`src/nhr_pkg.sv`:
```
// Shared types, codes and one's-complement helpers for the NAT header rewrite unit.
package nhr_pkg;

  localparam int unsigned NHR_STAGES = 4;

  localparam logic       MODE_SRC  = 1'b0;
  localparam logic [1:0] PROTO_TCP = 2'd0;
  localparam logic [1:0] PROTO_UDP = 2'd1;

  typedef struct packed {
    logic        mode;
    logic [1:0]  protocol;
    logic [7:0]  hop_count;
    logic [31:0] source_address;
    logic [31:0] dest_address;
    logic [15:0] source_port;
    logic [15:0] dest_port;
    logic [15:0] header_sum;
    logic [15:0] transport_sum;
    logic [31:0] mapped_address;
    logic [15:0] mapped_port;
  } nhr_in_t;

  typedef struct packed {
    logic        hop_drop;
    logic [7:0]  hop_count_out;
    logic [31:0] source_address_out;
    logic [31:0] dest_address_out;
    logic [15:0] source_port_out;
    logic [15:0] dest_port_out;
    logic [15:0] header_sum_out;
    logic [15:0] transport_sum_out;
  } nhr_out_t;

  typedef struct packed {
    logic [NHR_STAGES-1:0] load;
    logic [NHR_STAGES-1:0] valid;
  } nhr_ctrl_t;

  // one's-complement contribution of a 16-bit word changing from old_w to new_w
  function automatic logic [15:0] word_delta(input logic [15:0] old_w,
                                             input logic [15:0] new_w);
    logic [16:0] s;
    s = {1'b0, ~old_w} + {1'b0, new_w};
    return s[15:0] + {15'd0, s[16]};
  endfunction

  // fold an 18-bit sum to 16 bits with end-around carry
  function automatic logic [15:0] fold18(input logic [17:0] x);
    logic [16:0] y;
    y = {1'b0, x[15:0]} + {15'd0, x[17:16]};
    return y[15:0] + {15'd0, y[16]};
  endfunction

endpackage

```
`src/nhr_stage_ctrl.sv`:
```
// Valid and load-enable control for the rewrite pipeline.
module nhr_stage_ctrl (
  input  logic               clk,
  input  logic               rst_n,
  input  logic               in_valid,
  input  logic               out_stall,
  output logic               in_stall,
  output nhr_pkg::nhr_ctrl_t ctrl
);
  import nhr_pkg::*;

  logic [NHR_STAGES-1:0] valid_r;
  logic [NHR_STAGES-1:0] valid_nxt;
  logic [NHR_STAGES-1:0] load;

  // a stage loads when it is empty or its content moves on
  always_comb begin
    load[NHR_STAGES-1] = !valid_r[NHR_STAGES-1] || !out_stall;
    for (int i = NHR_STAGES - 2; i >= 0; i--) begin
      load[i] = !valid_r[i] || load[i+1];
    end
  end

  always_comb begin
    valid_nxt[0] = load[0] ? in_valid : valid_r[0];
    for (int i = 1; i < NHR_STAGES; i++) begin
      valid_nxt[i] = load[i] ? valid_r[i-1] : valid_r[i];
    end
  end

  always_ff @(posedge clk) begin
    if (!rst_n) begin
      valid_r <= '0;
    end else begin
      valid_r <= valid_nxt;
    end
  end

  assign in_stall   = !load[0];
  assign ctrl.load  = load;
  assign ctrl.valid = valid_r;

endmodule

```
`src/nat_header_rewrite_unit.sv`:
```
// NAT header rewrite unit: address/port translation with incremental checksum patching.
//
// Takes one request per cycle unless stalled: an IPv4 header tuple plus translated address and port.
// Source mode replaces the source address and port, destination mode the destination ones;
// the TTL is decremented and the IP header checksum patched by one's-complement incremental
// update (HC' = ~(~HC + ~m + m')). For TCP and UDP the layer-4 checksum is patched for the
// pseudo-header address change and the port change; other protocol codes keep ports and
// layer-4 checksum as they are. A TTL of 0 or 1 passes the header unchanged with hop_drop
// set. Throughput is one request per clock while out_stall is low. A request passes the four
// register stages of the checksum datapath (word deltas, three-term sums, add of the old
// checksum, fold and complement) before it shows on out_data. A stalled output holds
// the pipeline without losing or repeating a request; empty stages fill while the output
// is stalled.
module nat_header_rewrite_unit (
  input  logic              clk,
  input  logic              rst_n,
  input  logic              in_valid,
  output logic              in_stall,
  input  nhr_pkg::nhr_in_t  in_data,
  output logic              out_valid,
  input  logic              out_stall,
  output nhr_pkg::nhr_out_t out_data
);
  import nhr_pkg::*;

  nhr_ctrl_t ctrl;

  nhr_stage_ctrl u_ctrl (
    .clk       (clk),
    .rst_n     (rst_n),
    .in_valid  (in_valid),
    .out_stall (out_stall),
    .in_stall  (in_stall),
    .ctrl      (ctrl)
  );

  // ---------------------------------------------------------------------------
  // Stage 1: field selection and the four word deltas.
  // The carried result already holds the final addresses, ports and TTL; the sum
  // fields carry the incoming checksums until the last stage patches them.
  // ---------------------------------------------------------------------------
  nhr_out_t    res1_r, res1_nxt;
  logic        l4_1_r, l4_1_nxt;
  logic [15:0] wd_ahi_r, wd_ahi_nxt;
  logic [15:0] wd_alo_r, wd_alo_nxt;
  logic [15:0] wd_port_r, wd_port_nxt;
  logic [15:0] wd_ttl_r, wd_ttl_nxt;

  logic [31:0] old_addr;
  logic [15:0] old_port;
  logic [7:0]  ttl_dec;
  logic        drop;

  always_comb begin
    old_addr = (in_data.mode == MODE_SRC) ? in_data.source_address : in_data.dest_address;
    old_port = (in_data.mode == MODE_SRC) ? in_data.source_port : in_data.dest_port;
    ttl_dec  = in_data.hop_count - 8'd1;
    drop     = (in_data.hop_count <= 8'd1);

    wd_ahi_nxt  = word_delta(old_addr[31:16], in_data.mapped_address[31:16]);
    wd_alo_nxt  = word_delta(old_addr[15:0], in_data.mapped_address[15:0]);
    wd_port_nxt = word_delta(old_port, in_data.mapped_port);
    // TTL is the high byte of its header word
    wd_ttl_nxt  = word_delta({in_data.hop_count, 8'h00}, {ttl_dec, 8'h00});

    l4_1_nxt = (in_data.protocol == PROTO_TCP) || (in_data.protocol == PROTO_UDP);

    res1_nxt.hop_drop           = drop;
    res1_nxt.hop_count_out      = in_data.hop_count;
    res1_nxt.source_address_out = in_data.source_address;
    res1_nxt.dest_address_out   = in_data.dest_address;
    res1_nxt.source_port_out    = in_data.source_port;
    res1_nxt.dest_port_out      = in_data.dest_port;
    res1_nxt.header_sum_out     = in_data.header_sum;
    res1_nxt.transport_sum_out  = in_data.transport_sum;

    if (!drop) begin
      res1_nxt.hop_count_out = ttl_dec;
      if (in_data.mode == MODE_SRC) begin
        res1_nxt.source_address_out = in_data.mapped_address;
        if (l4_1_nxt) begin
          res1_nxt.source_port_out = in_data.mapped_port;
        end
      end else begin
        res1_nxt.dest_address_out = in_data.mapped_address;
        if (l4_1_nxt) begin
          res1_nxt.dest_port_out = in_data.mapped_port;
        end
      end
    end
  end

  always_ff @(posedge clk) begin
    if (ctrl.load[0]) begin
      res1_r    <= res1_nxt;
      l4_1_r    <= l4_1_nxt;
      wd_ahi_r  <= wd_ahi_nxt;
      wd_alo_r  <= wd_alo_nxt;
      wd_port_r <= wd_port_nxt;
      wd_ttl_r  <= wd_ttl_nxt;
    end
  end

  // ---------------------------------------------------------------------------
  // Stage 2: three-term delta sums (address halves plus TTL or port word).
  // ---------------------------------------------------------------------------
  nhr_out_t    res2_r;
  logic        l4_2_r;
  logic [17:0] d_h_r, d_h_nxt;
  logic [17:0] d_t_r, d_t_nxt;

  always_comb begin
    d_h_nxt = {2'b00, wd_ttl_r} + {2'b00, wd_ahi_r} + {2'b00, wd_alo_r};
    d_t_nxt = {2'b00, wd_port_r} + {2'b00, wd_ahi_r} + {2'b00, wd_alo_r};
  end

  always_ff @(posedge clk) begin
    if (ctrl.load[1]) begin
      res2_r <= res1_r;
      l4_2_r <= l4_1_r;
      d_h_r  <= d_h_nxt;
      d_t_r  <= d_t_nxt;
    end
  end

  // ---------------------------------------------------------------------------
  // Stage 3: add the complemented incoming checksums.
  // ---------------------------------------------------------------------------
  nhr_out_t    res3_r;
  logic        l4_3_r;
  logic [17:0] x_h_r, x_h_nxt;
  logic [17:0] x_t_r, x_t_nxt;

  always_comb begin
    x_h_nxt = {2'b00, ~res2_r.header_sum_out} + d_h_r;
    x_t_nxt = {2'b00, ~res2_r.transport_sum_out} + d_t_r;
  end

  always_ff @(posedge clk) begin
    if (ctrl.load[2]) begin
      res3_r <= res2_r;
      l4_3_r <= l4_2_r;
      x_h_r  <= x_h_nxt;
      x_t_r  <= x_t_nxt;
    end
  end

  // ---------------------------------------------------------------------------
  // Stage 4: fold, complement and pick patched or original sums; output register.
  // ---------------------------------------------------------------------------
  nhr_out_t out_r, out_nxt;

  always_comb begin
    out_nxt = res3_r;
    if (!res3_r.hop_drop) begin
      out_nxt.header_sum_out = ~fold18(x_h_r);
      if (l4_3_r) begin
        out_nxt.transport_sum_out = ~fold18(x_t_r);
      end
    end
  end

  always_ff @(posedge clk) begin
    if (ctrl.load[3]) begin
      out_r <= out_nxt;
    end
  end

  assign out_valid = ctrl.valid[NHR_STAGES-1];
  assign out_data  = out_r;

`ifndef SYNTHESIS
  // a forwarded request never carries a TTL that wrapped below zero
  assert property (@(posedge clk) disable iff (!rst_n)
    out_valid && !out_data.hop_drop |-> out_data.hop_count_out != 8'hFF)
    else $error("forwarded request has wrapped TTL");

  // a dropped request keeps its original TTL, which is at most one
  assert property (@(posedge clk) disable iff (!rst_n)
    out_valid && out_data.hop_drop |-> out_data.hop_count_out <= 8'd1)
    else $error("dropped request carries TTL above one");

  // a held output stage keeps its request
  assert property (@(posedge clk) disable iff (!rst_n)
    out_valid && out_stall |=> out_valid)
    else $error("output stage lost a request under stall");

  // stage three, when it cannot move on, keeps its request
  assert property (@(posedge clk) disable iff (!rst_n)
    ctrl.valid[2] && !ctrl.load[2] |=> ctrl.valid[2])
    else $error("stage three lost a request while blocked");

  // input is held off only while every stage is occupied
  assert property (@(posedge clk) disable iff (!rst_n)
    in_stall |-> (ctrl.valid == {NHR_STAGES{1'b1}}) && out_stall)
    else $error("input stalled with room in the pipeline");
`endif

endmodule
```
`config.mk`:
```
export PLATFORM = sky130hd
export DESIGN_NAME = nat_header_rewrite_unit
export DESIGN_NICKNAME = d
export VERILOG_FILES = /design/src/nhr_pkg.sv /design/src/nhr_stage_ctrl.sv /design/src/nat_header_rewrite_unit.sv
export SDC_FILE = /design/constraint.sdc
export NUM_CORES = 1
export LEC_CHECK = 0
export BUFFER_PORTS_ARGS = -buffer_cell sky130_fd_sc_hd__buf_2
export CORE_MARGIN = 2
export CORE_UTILIZATION = 42
export DETAILED_ROUTE_END_ITERATION = 6
export GPL_TIMING_DRIVEN = 1
export PLACE_DENSITY = 0.65
export SYNTH_ARGS = -nofsm -noshare
export SYNTH_HDL_FRONTEND = slang
export SYNTH_SLANG_ARGS = --single-unit
export TNS_END_PERCENT = 30
```
`constraint.sdc`:
```
create_clock -name clk -period 10.3 [get_ports clk]
set_clock_uncertainty 0.2 [all_clocks]
set_input_delay 2.06 -clock clk [delete_from_list [all_inputs] [get_ports clk]]
set_output_delay 2.06 -clock clk [all_outputs]
set_load 0.01 [all_outputs]
```
==> results_dict.tcl, run 1 <==
set metrics [dict create \
    grt_pass1_vias 17829 \
    ctsResizeCount 0 \
    pwr_density_cell_nw_per_um2 253.3 \
    drt_iter0_markers 1083 \
    worstPathArrival_ps 6710 \
    finalWirelength_um 67160 \
    ios 330 \
    grt.overflow.total 0 \
    nets 2770 \
    fin_cells 3429 \
    hold_viol 0 \
    die-area_um2 75290 \
    synth_top_area_share_pct 66.50 \
    wl_per_cell_um 19.59 \
    drcViolationCount 0 \
    leakage_uw 0.01431 \
    clk_pin_slew_ps 60 \
    area.sequential_um2 20500 \
    cts_hold_buf 0 \
    multi_input_area_um2 9746 \
    syn_inst 2015 \
    cts_tree "built" \
    numClockSinks 684 \
    final.period_utilization_pct 63.68 \
    ir_drop_mv 0.1642 \
    synth.cell_area_um2 30710 \
    yosys-top-cells-count "edfxtp_1, ha_1, xnor2_1" \
    worstPathMaxFanout 17 \
    htreeDepth 3 \
    ys_async_sr_fraction_pct 0 \
    status "finished, final reports clean" \
    worstSkewPairLatency_ps 620 \
    post_synth_num_cell_types 67 \
    synthFlopType "edfxtp_1" \
    grt_usage_pct 17.65 \
    synth_nets 2381 \
    ys_warn_count 0 \
    via_per_inst 5.107 \
    max-slew-margin-rel_pct 29.63 \
    crit_type "in2reg" \
    port_buffers 328 \
    clockBufferDepth 3 \
    yosysMostFrequentCell "edfxtp_1" \
    fillCellCount 6115 \
    dp_hpwl_um 48190 \
    ant_nets 0 \
    drtPass1Iterations 5 \
    synth_edf_count 680 \
    worst_setup_path_end_kind "flop" \
    worstHoldPathType "reg2reg" \
    post_cts_buffers 0 \
    avgSynthCellArea_um2 15.24 \
    yosys_register_bits 684 \
    grt_setup_unrepaired "false" \
    dp.cells 3286 \
    timing.final.max_slew_violations 0 \
    grt_pass1_wl_um 101400 \
    area_delta_synth_final_pct 17.45 \
    drive_gt1_share_pct 23.17 \
    synth_area_leaders "edfxtp_1, ha_1, xnor2_1" \
    synth.largest_area_cell "edfxtp_1" \
    crit_required_ps 10450 \
    yosysSeqAreaShare_pct 66.76 \
    dieHeight_um 274.4 \
    die_x_um 274.4 \
    clockRootBuffer "clkbuf_16" \
    initial_core_util_pct 42.23 \
    start_kind "primary input" \
    period_minus_slack_ps 6559 \
    setup_violations 0 \
    coreArea_um2 72710 \
    fp-row-count 99 \
    power_uw 9134 \
    via_count 17513 \
    gp_congestion 0.8657 \
    cap_viol_max_count 0 \
    max_freq_mhz 152.5 \
    worstMarginPinSlew_ps 1056 \
    grt_max_degree 74 \
    antenna_found_initial 16 \
    setup_tns_ps 0 \
    cts_made_buffers 75 \
    final_util_pct 49.60 \
]
-- where the power goes --
part	leakage (µW)	total [µW]	internal, µW	switching, µW
combinational	0.00587	2510	1140	1370
clock	0.00120	2670	1590	1080
sequential	0.00724	3960	3690	270
total	0.0143	9130	6410	2720
-- final cells by class --
| class | instances | share of cell area [%] |
|---|---|---|
| Timing Repair Buffer | 342 | 4.850 |
| Sequential cell | 684 | 56.84 |
| Inverter | 105 | 1.107 |
| Clock buffer | 88 | 5.398 |
| Tap cell | 959 | 3.327 |
| Multi-Input combinational cell | 1196 | 27.02 |
| Clock inverter | 49 | 1.412 |
| Antenna cell | 6 | 0.04163 |
-- cells in the final DEF, fill, tap and decap left out, drive strengths merged, types with 16 or more instances in the layout --
cell type,instances
edfxtp,680
buf,342
ha,134
xnor2,133
inv,109
nand2,103
mux2,101
clkbuf,88
nor2,76
o21ai,74
a21oi,68
xor2,59
mux2i,52
nor3,44
fa,41
clkinv,34
nand3,33
a21o,25
and3,18
o21bai,16
a31oi,16
nand2b,16
-- metal layers --
layer | track usage (%) | vias up | wire (µm)
li1 | - | 8405 | -
met1 | 22.40 | 8507 | 28580
met2 | 29.51 | 443 | 32580
met3 | 4.204 | 138 | 3982
met4 | 6.336 | 20 | 1897
met5 | 0 | - | 121
-- worst max-delay path, stage by stage --
cell and delay (ps):
buf_4 340, mux2i_1 270, ha_1 280, inv_1 80
fa_1 410, nor2b_1 170, o31a_1 210, o211ai_1 160
o21ai_0 320, a21oi_1 160, o22ai_1 190, o21ai_0 100
nand2b_1 100, ha_1 180, ha_1 180, and2_1 180
nor3b_1 190, nand4_1 180, nor3_1 470, a211oi_1 180
o22ai_1 190, xor2_1 90
-- metrics by stage --
| step | cell area [µm²] | setup slack [ps] | hold slack [ps] |
|---|---|---|---|
| 5_1_grt | 36060 | 3347 | 193.9 |
| 3_5_place_dp | 33590 | 3142 | 204.5 |
| 6_report | 36060 | 3741 | 183.5 |
| 3_3_place_gp | 33590 | 3225 | 200.6 |
| 2_1_floorplan | 30710 | 117.6 | 200.3 |
| 4_1_cts | 36050 | 3792 | 178.3 |
-- cells by family (layout without fill, tap and decap cells) --
logic type	count (synthesis)	count (layout)	share of synthesized area, %
buffers and inverters	135	584	1.654
other	0	6	0
xor gates and xnor gates	193	193	5.550
and+or+nand+nor	387	387	6.381
DFF	684	684	66.76
adders and majority gates	175	175	8.133
muxes	153	153	5.399
AOI/OAI and AO/OA	288	288	6.120
-- flip-flops by register name, summed over array words and instances, names as in the netlist, 18 cells and up --
name      count
out_data    137
res1_r      137
d_h_r        18
res3_r       32
x_t_r        18
x_h_r        18
res2_r      137
d_t_r        18
out_nxt     105
-- final timing paths --
kind / from / to / slack (ps) / cells past startpoint
hold / removal: res1_r[4] / res2_r[4] / 180 / 0
setup / recovery: in_data[186] / wd_ahi_r[12] / 3740 / 22
hold reg to reg: res1_r[4] / res2_r[4] / 180 / 0
setup reg to reg: x_h_r[16] / out_data[31] / 6240 / 12
No activity file was read; power rests on OpenSTA's default activity.
==> run 2: changes to the inputs <==
==> constraint.sdc (replaced) <==
create_clock -name clk -period 6.8 [get_ports clk]
set_clock_uncertainty 0.2 [all_clocks]
set_input_delay 1.36 -clock clk [delete_from_list [all_inputs] [get_ports clk]]
set_output_delay 1.36 -clock clk [all_outputs]
set_load 0.01 [all_outputs]
==> run 2 against run 1 <==
Effect of this change: sequential power up 51%; design area rose by 0.17%; worst hold slack better by 23 ps; count of clock-buffer cells in the layout decreased by 1; worst setup slack worse by 2800 ps; non-clock buffer count fell by 1; combinational power increased by 51%; die area stayed put.
==> results_dict.tcl, run 2 (synthesis results as in run 1) <==
set metrics [dict create \
    status "finished, final reports clean" \
    layout_commonest_cell "edfxtp_1" \
    clockRootBuffer "clkbuf_16" \
    worstHoldPathType "reg2reg" \
    crit_type "in2reg" \
    min_path_cells 0 \
    setup_violations 0 \
    finalWirelength_um 66380 \
    crit_slowest_cell "nor3_1" \
    cts_made_buffers 74 \
    via_per_inst 5.110 \
    timing.final.max_slew_violations 0 \
    reg2reg_depth 12 \
    worstPathCellList "buf_4 > mux2i_1 > ha_1 > inv_1 > fa_1 > nor2b_1 > o31a_1 > o211ai_1 > o21ai_0 > a21oi_1 > o22ai_1 > o21ai_0 > nand2b_1 > ha_1 > ha_1 > and2_1 > nor3b_1 > nand4_1 > nor3_1 > a211oi_1 > o22ai_1 > xor2_1" \
    grt.overflow.total 0 \
    fin_cells 3424 \
    worstPathMaxFanout 17 \
    wl_met1_um 28460 \
    grt_usage_pct 17.41 \
    worst_setup_path_end_kind "flop" \
    timing.rr.start "x_h_r[0]" \
    grt_pass1_vias 17705 \
    die_x_um 274.4 \
    max-slew-margin-rel_pct 26.40 \
    wl_per_cell_um 19.39 \
    via_count 17495 \
    hold_ws_ps 206.7 \
    dp_hpwl_um 48010 \
    initial_core_util_pct 42.23 \
    nets 2768 \
    fp-row-count 99 \
    leakage_uw 0.01434 \
    worstMarginPinSlew_ps 1104 \
    drt_iter0_markers 1069 \
    post_cts_buffers 0 \
    htreeDepth 3 \
    clk_pin_slew_ps 60 \
    setup_tns_ps 0 \
    cp_common_cell "ha_1" \
    worstPathArrival_ps 5970 \
    pwr_density_cell_nw_per_um2 384.1 \
    drtPass1Iterations 5 \
    grt_pass1_wl_um 99560 \
    setup_ws_ps 978.5 \
    antenna_found_initial 17 \
    met2_length_um 31830 \
    grt_max_degree 115 \
    wl_met3_um 3712 \
    critical_path.max_stage_delay_ps 440 \
    holdCritStartpoint "out_nxt[107]" \
    rr_endpoint "out_data[31]" \
    stdcell_area_um2 36120 \
    port_buffers 328 \
    r2r_setup_slack_ps 2780 \
    coreArea_um2 72710 \
    ant_nets 0 \
    period_minus_slack_ps 5822 \
    dp.cells 3285 \
    gp_congestion 0.8461 \
    drcViolationCount 0 \
    area_delta_synth_final_pct 17.65 \
    die-area_um2 75290 \
    clockBufferDepth 3 \
    numClockSinks 684 \
    cts_hold_buf 0 \
    final.period_utilization_pct 85.61 \
    cap_viol_max_count 0 \
    hold-path-endpoint "out_data[107]" \
    max_freq_mhz 171.8 \
    pre_cts_ws_ps 450.0 \
    ios 330 \
    grt_setup_unrepaired "false" \
    start_kind "primary input" \
    largest_registers "out_data x137, res1_r x137, res2_r x137" \
    final_cell_mix "edfxtp_1, buf_2, ha_1, xnor2_1, inv_1" \
    drive_gt1_share_pct 23.31 \
    crit_required_ps 6950 \
    cts_tree "built" \
    worstSkewPairLatency_ps 620 \
    post_dp_cell_area_um2 33620 \
    dieHeight_um 274.4 \
    ctsResizeCount 0 \
    highest_layer "met5" \
    ir_drop_mv 0.2611 \
    hold_viol 0 \
]
-- run 2: worst max path at each step --
stage / slack, ps / endpoint / from / cells past startpoint
3_5_place_dp: 450 / wd_ahi_r[12] / in_data[186] / 22
3_3_place_gp: 570 / wd_ahi_r[12] / in_data[186] / 22
4_1_cts: 1100 / wd_ahi_r[12] / in_data[186] / 22
5_1_grt: 620 / wd_ahi_r[12] / in_data[186] / 22
6_report: 980 / wd_ahi_r[12] / in_data[186] / 22
2_1_floorplan: 250 / in_stall / out_stall / 3
-- run 2: critical path, delay by kind of cell --
family          cells  cell delay [ps]
buf+inv             2              430
compound gates      8             1470
fa+ha+maj           4             1060
mux                 1              240
xor+xnor            1              100
simple gates        6             1300
-- run 2: power breakdown --
group,total [µW],internal (µW),switching [µW]
Clock,4090,2470,1620
Combinational,3790,1720,2070
Sequential,5990,5580,409
Total,13900,9780,4100
-- run 2: routing by layer --
layer / global-route usage (%) / vias to the layer above
li1: - / 8414
met1: 21.84 / 8471
met2: 29.03 / 441
met3: 4.309 / 147
met4: 6.779 / 22
met5: 0 / -
-- run 2: cell type report --
cell class / instances / area, µm²
clock inverters: 45 / 540.5
inverters: 105 / 399.1
well taps: 959 / 1200
repair buffers: 341 / 1779
flip-flops and latches: 684 / 20500
clock buffers: 87 / 1943
multi-input cells: 1196 / 9746
diodes: 7 / 17.52
fillers: 6075 / 36590
-- run 2: metrics by stage --
step | util [%] | total power [µW]
floorplan | - | 8766
finish | 49.68 | 13880
global route | 49.68 | 14700
CTS | 49.66 | 14020
detailed placement | 46.24 | 9879
global placement | 46.24 | 9714
==> run 3: changes to the inputs <==
--- a/config.mk
+++ b/config.mk
@@ -6,10 +6,11 @@
 export NUM_CORES = 1
 export LEC_CHECK = 0
 export BUFFER_PORTS_ARGS = -buffer_cell sky130_fd_sc_hd__buf_2
-export CORE_MARGIN = 2
+export CORE_MARGIN = 3
 export CORE_UTILIZATION = 42
 export DETAILED_ROUTE_END_ITERATION = 6
 export GPL_TIMING_DRIVEN = 1
+export HOLD_SLACK_MARGIN = 0.03
 export PLACE_DENSITY = 0.65
 export SYNTH_ARGS = -nofsm -noshare
 export SYNTH_HDL_FRONTEND = slang
==> run 3 against run 2 <==
Effect of this change: via count increased by 0.86%; utilization increased by 0.46 points; worst hold slack improved by 4.6 ps; sequential cell count unchanged; combinational power about the same; worst setup slack improved by 110 ps; global-route usage about the same; final cell count decreased by 0.15%; critical path type unchanged; count of clock-buffer cells in the layout increased by 5; design area about the same; wire length increased by 2.2%; first-iteration DRC count increased by 6.0%.
==> results_dict.tcl, run 3 (synthesis results as in run 1) <==
set metrics [dict create \
    pre_cts_ws_ps 491.5 \
    fin_cells 3419 \
    area_delta_synth_final_pct 17.55 \
    status "finished, final reports clean" \
    max_freq_mhz 175.1 \
    cp_common_cell "ha_1" \
    grt_setup_unrepaired "false" \
    largest_registers "out_data x137, res1_r x137, res2_r x137" \
    crit_slowest_cell "nor3_1" \
    port_buffers 328 \
    initial_core_util_pct 42.66 \
    r2r_setup_slack_ps 2720 \
    drive_gt1_share_pct 23.30 \
    die-area_um2 76390 \
    setup_ws_ps 1088 \
    grt_pass1_vias 18031 \
    cts_tree "built" \
    clk_pin_slew_ps 60 \
    dp_hpwl_um 47980 \
    dieHeight_um 276.4 \
    cap_viol_max_count 0 \
    p_switching_uw 4159 \
    clockRootBuffer "clkbuf_16" \
    worstPathArrival_ps 5860 \
    ant_nets 0 \
    htreeDepth 3 \
    clockPowerShare_pct 29.1 \
    worst_setup_path_end_kind "flop" \
    clockBufferDepth 3 \
    drtPass1Iterations 5 \
    period_minus_slack_ps 5712 \
    worstPathMaxFanout 17 \
    max-slew-margin-rel_pct 22.07 \
    ctsResizeCount 0 \
    setup_violations 0 \
    cts_made_buffers 76 \
    wl_per_cell_um 19.84 \
    setup_tns_ps 0 \
    drt_iter0_markers 1133 \
    ios 330 \
    worstMarginPinSlew_ps 1169 \
    grt_usage_pct 17.41 \
    p_sw_share_pct 30.06 \
    hold_viol 0 \
    worstHoldPathType "reg2reg" \
    ir_drop_mv 0.2728 \
    pwr_density_cell_nw_per_um2 383.3 \
    numClockSinks 684 \
    grt_pass1_wl_um 104100 \
    timing.final.max_slew_violations 0 \
    via_per_inst 5.161 \
    fp-row-count 98 \
    crit_required_ps 6950 \
    post_cts_buffers 0 \
    worstPathCellList "buf_4 > mux2i_1 > ha_1 > inv_1 > fa_1 > nor2b_1 > o31a_1 > o211ai_1 > o21ai_0 > a21oi_1 > o22ai_1 > o21ai_0 > nand2b_1 > ha_1 > ha_1 > and2_1 > nor3b_1 > nand4_1 > nor3_1 > a211oi_1 > o22ai_1 > xor2_1" \
    pwr-share-seq_pct 43.4 \
    final_cell_mix "edfxtp_1, buf_2, ha_1, xnor2_1, inv_1" \
    drcViolationCount 0 \
    nets 2769 \
    cts_hold_buf 0 \
    grt.overflow.total 0 \
    start_kind "primary input" \
    antenna_found_initial 10 \
    finalWirelength_um 67840 \
    dp.cells 3275 \
    layout_commonest_cell "edfxtp_1" \
    crit_type "in2reg" \
    critical_path.max_stage_delay_ps 450 \
    via_count 17645 \
    p_int_uw 9677 \
    coreArea_um2 71980 \
    leakage_uw 0.01433 \
    combPwrFrac_pct 27.6 \
    die_x_um 276.4 \
    worstSkewPairLatency_ps 610 \
    gp_congestion 0.8475 \
    final.period_utilization_pct 84.00 \
    grt_max_degree 138 \
]
-- run 3: changes by cell type in the layout (fill, tap and decap cells not counted), sizes merged --
cell,change
inv,-3
clkinv,+7
bufinv,-4
buf,-1
clkinvlp,+1
clkbuf,+5
diode,-1
-- run 3: final timing paths --
kind                     start            to  cells after the start
hold / removal      res1_r[49]    res2_r[49]                      0
setup / recovery  in_data[186]  wd_ahi_r[12]                     22
setup reg to reg     x_h_r[16]  out_data[31]                     12
hold reg to reg     res1_r[49]    res2_r[49]                      0
-- run 3: worst max-delay path: cells and delay by family --
kind	cells	cell delay [ps]
adder cells (fa/ha/maj)	4	1060
multiplexers	1	260
AND/OR/NAND/NOR	6	1260
buffers and inverters	2	440
XOR/XNOR	1	90
AO/OA/AOI/OAI	8	1370
-- run 3: power groups by stage --
stage / clock [µW] / sequential (µW) / combinational [µW]
5_1_grt: 4320 / 6070 / 4280
2_1_floorplan: 0 / 5970 / 2790
4_1_cts: 4140 / 6020 / 3820
3_3_place_gp: 0 / 6080 / 3650
6_report: 4020 / 6000 / 3810
3_5_place_dp: 0 / 6100 / 3800
-- run 3: final cells by class --
type / instances / area [µm²]
flip-flops and latches: 684 / 20500
multi-input cells: 1196 / 9746
clock buffers: 92 / 1983
clock inverters: 46 / 478.0
well taps: 950 / 1189
fillers: 6027 / 35880
inverters: 105 / 399.1
diodes: 6 / 15.01
repair buffers: 340 / 1784
-- run 3: through the flow --
| stage | hold WS [ps] | cell area [µm²] | util, % | power (µW) |
|---|---|---|---|---|
| finish | 211.3 | 36090 | 50.15 | 13840 |
| global route | 209.4 | 36080 | 50.13 | 14670 |
| CTS | 212.1 | 36080 | 50.13 | 13980 |
| detailed placement | 204.5 | 33620 | 46.71 | 9900 |
| global placement | 200.1 | 33620 | 46.71 | 9730 |
| floorplan | 200.3 | 30710 | - | 8766 |
-- run 3: routing by layer --
layer	global-route usage (%)	vias up	wire length, µm
met2	29.44	472	32840
met5	0	-	55
met1	22.29	8633	29090
li1	-	8415	-
met3	3.901	117	4054
met4	5.633	8	1802
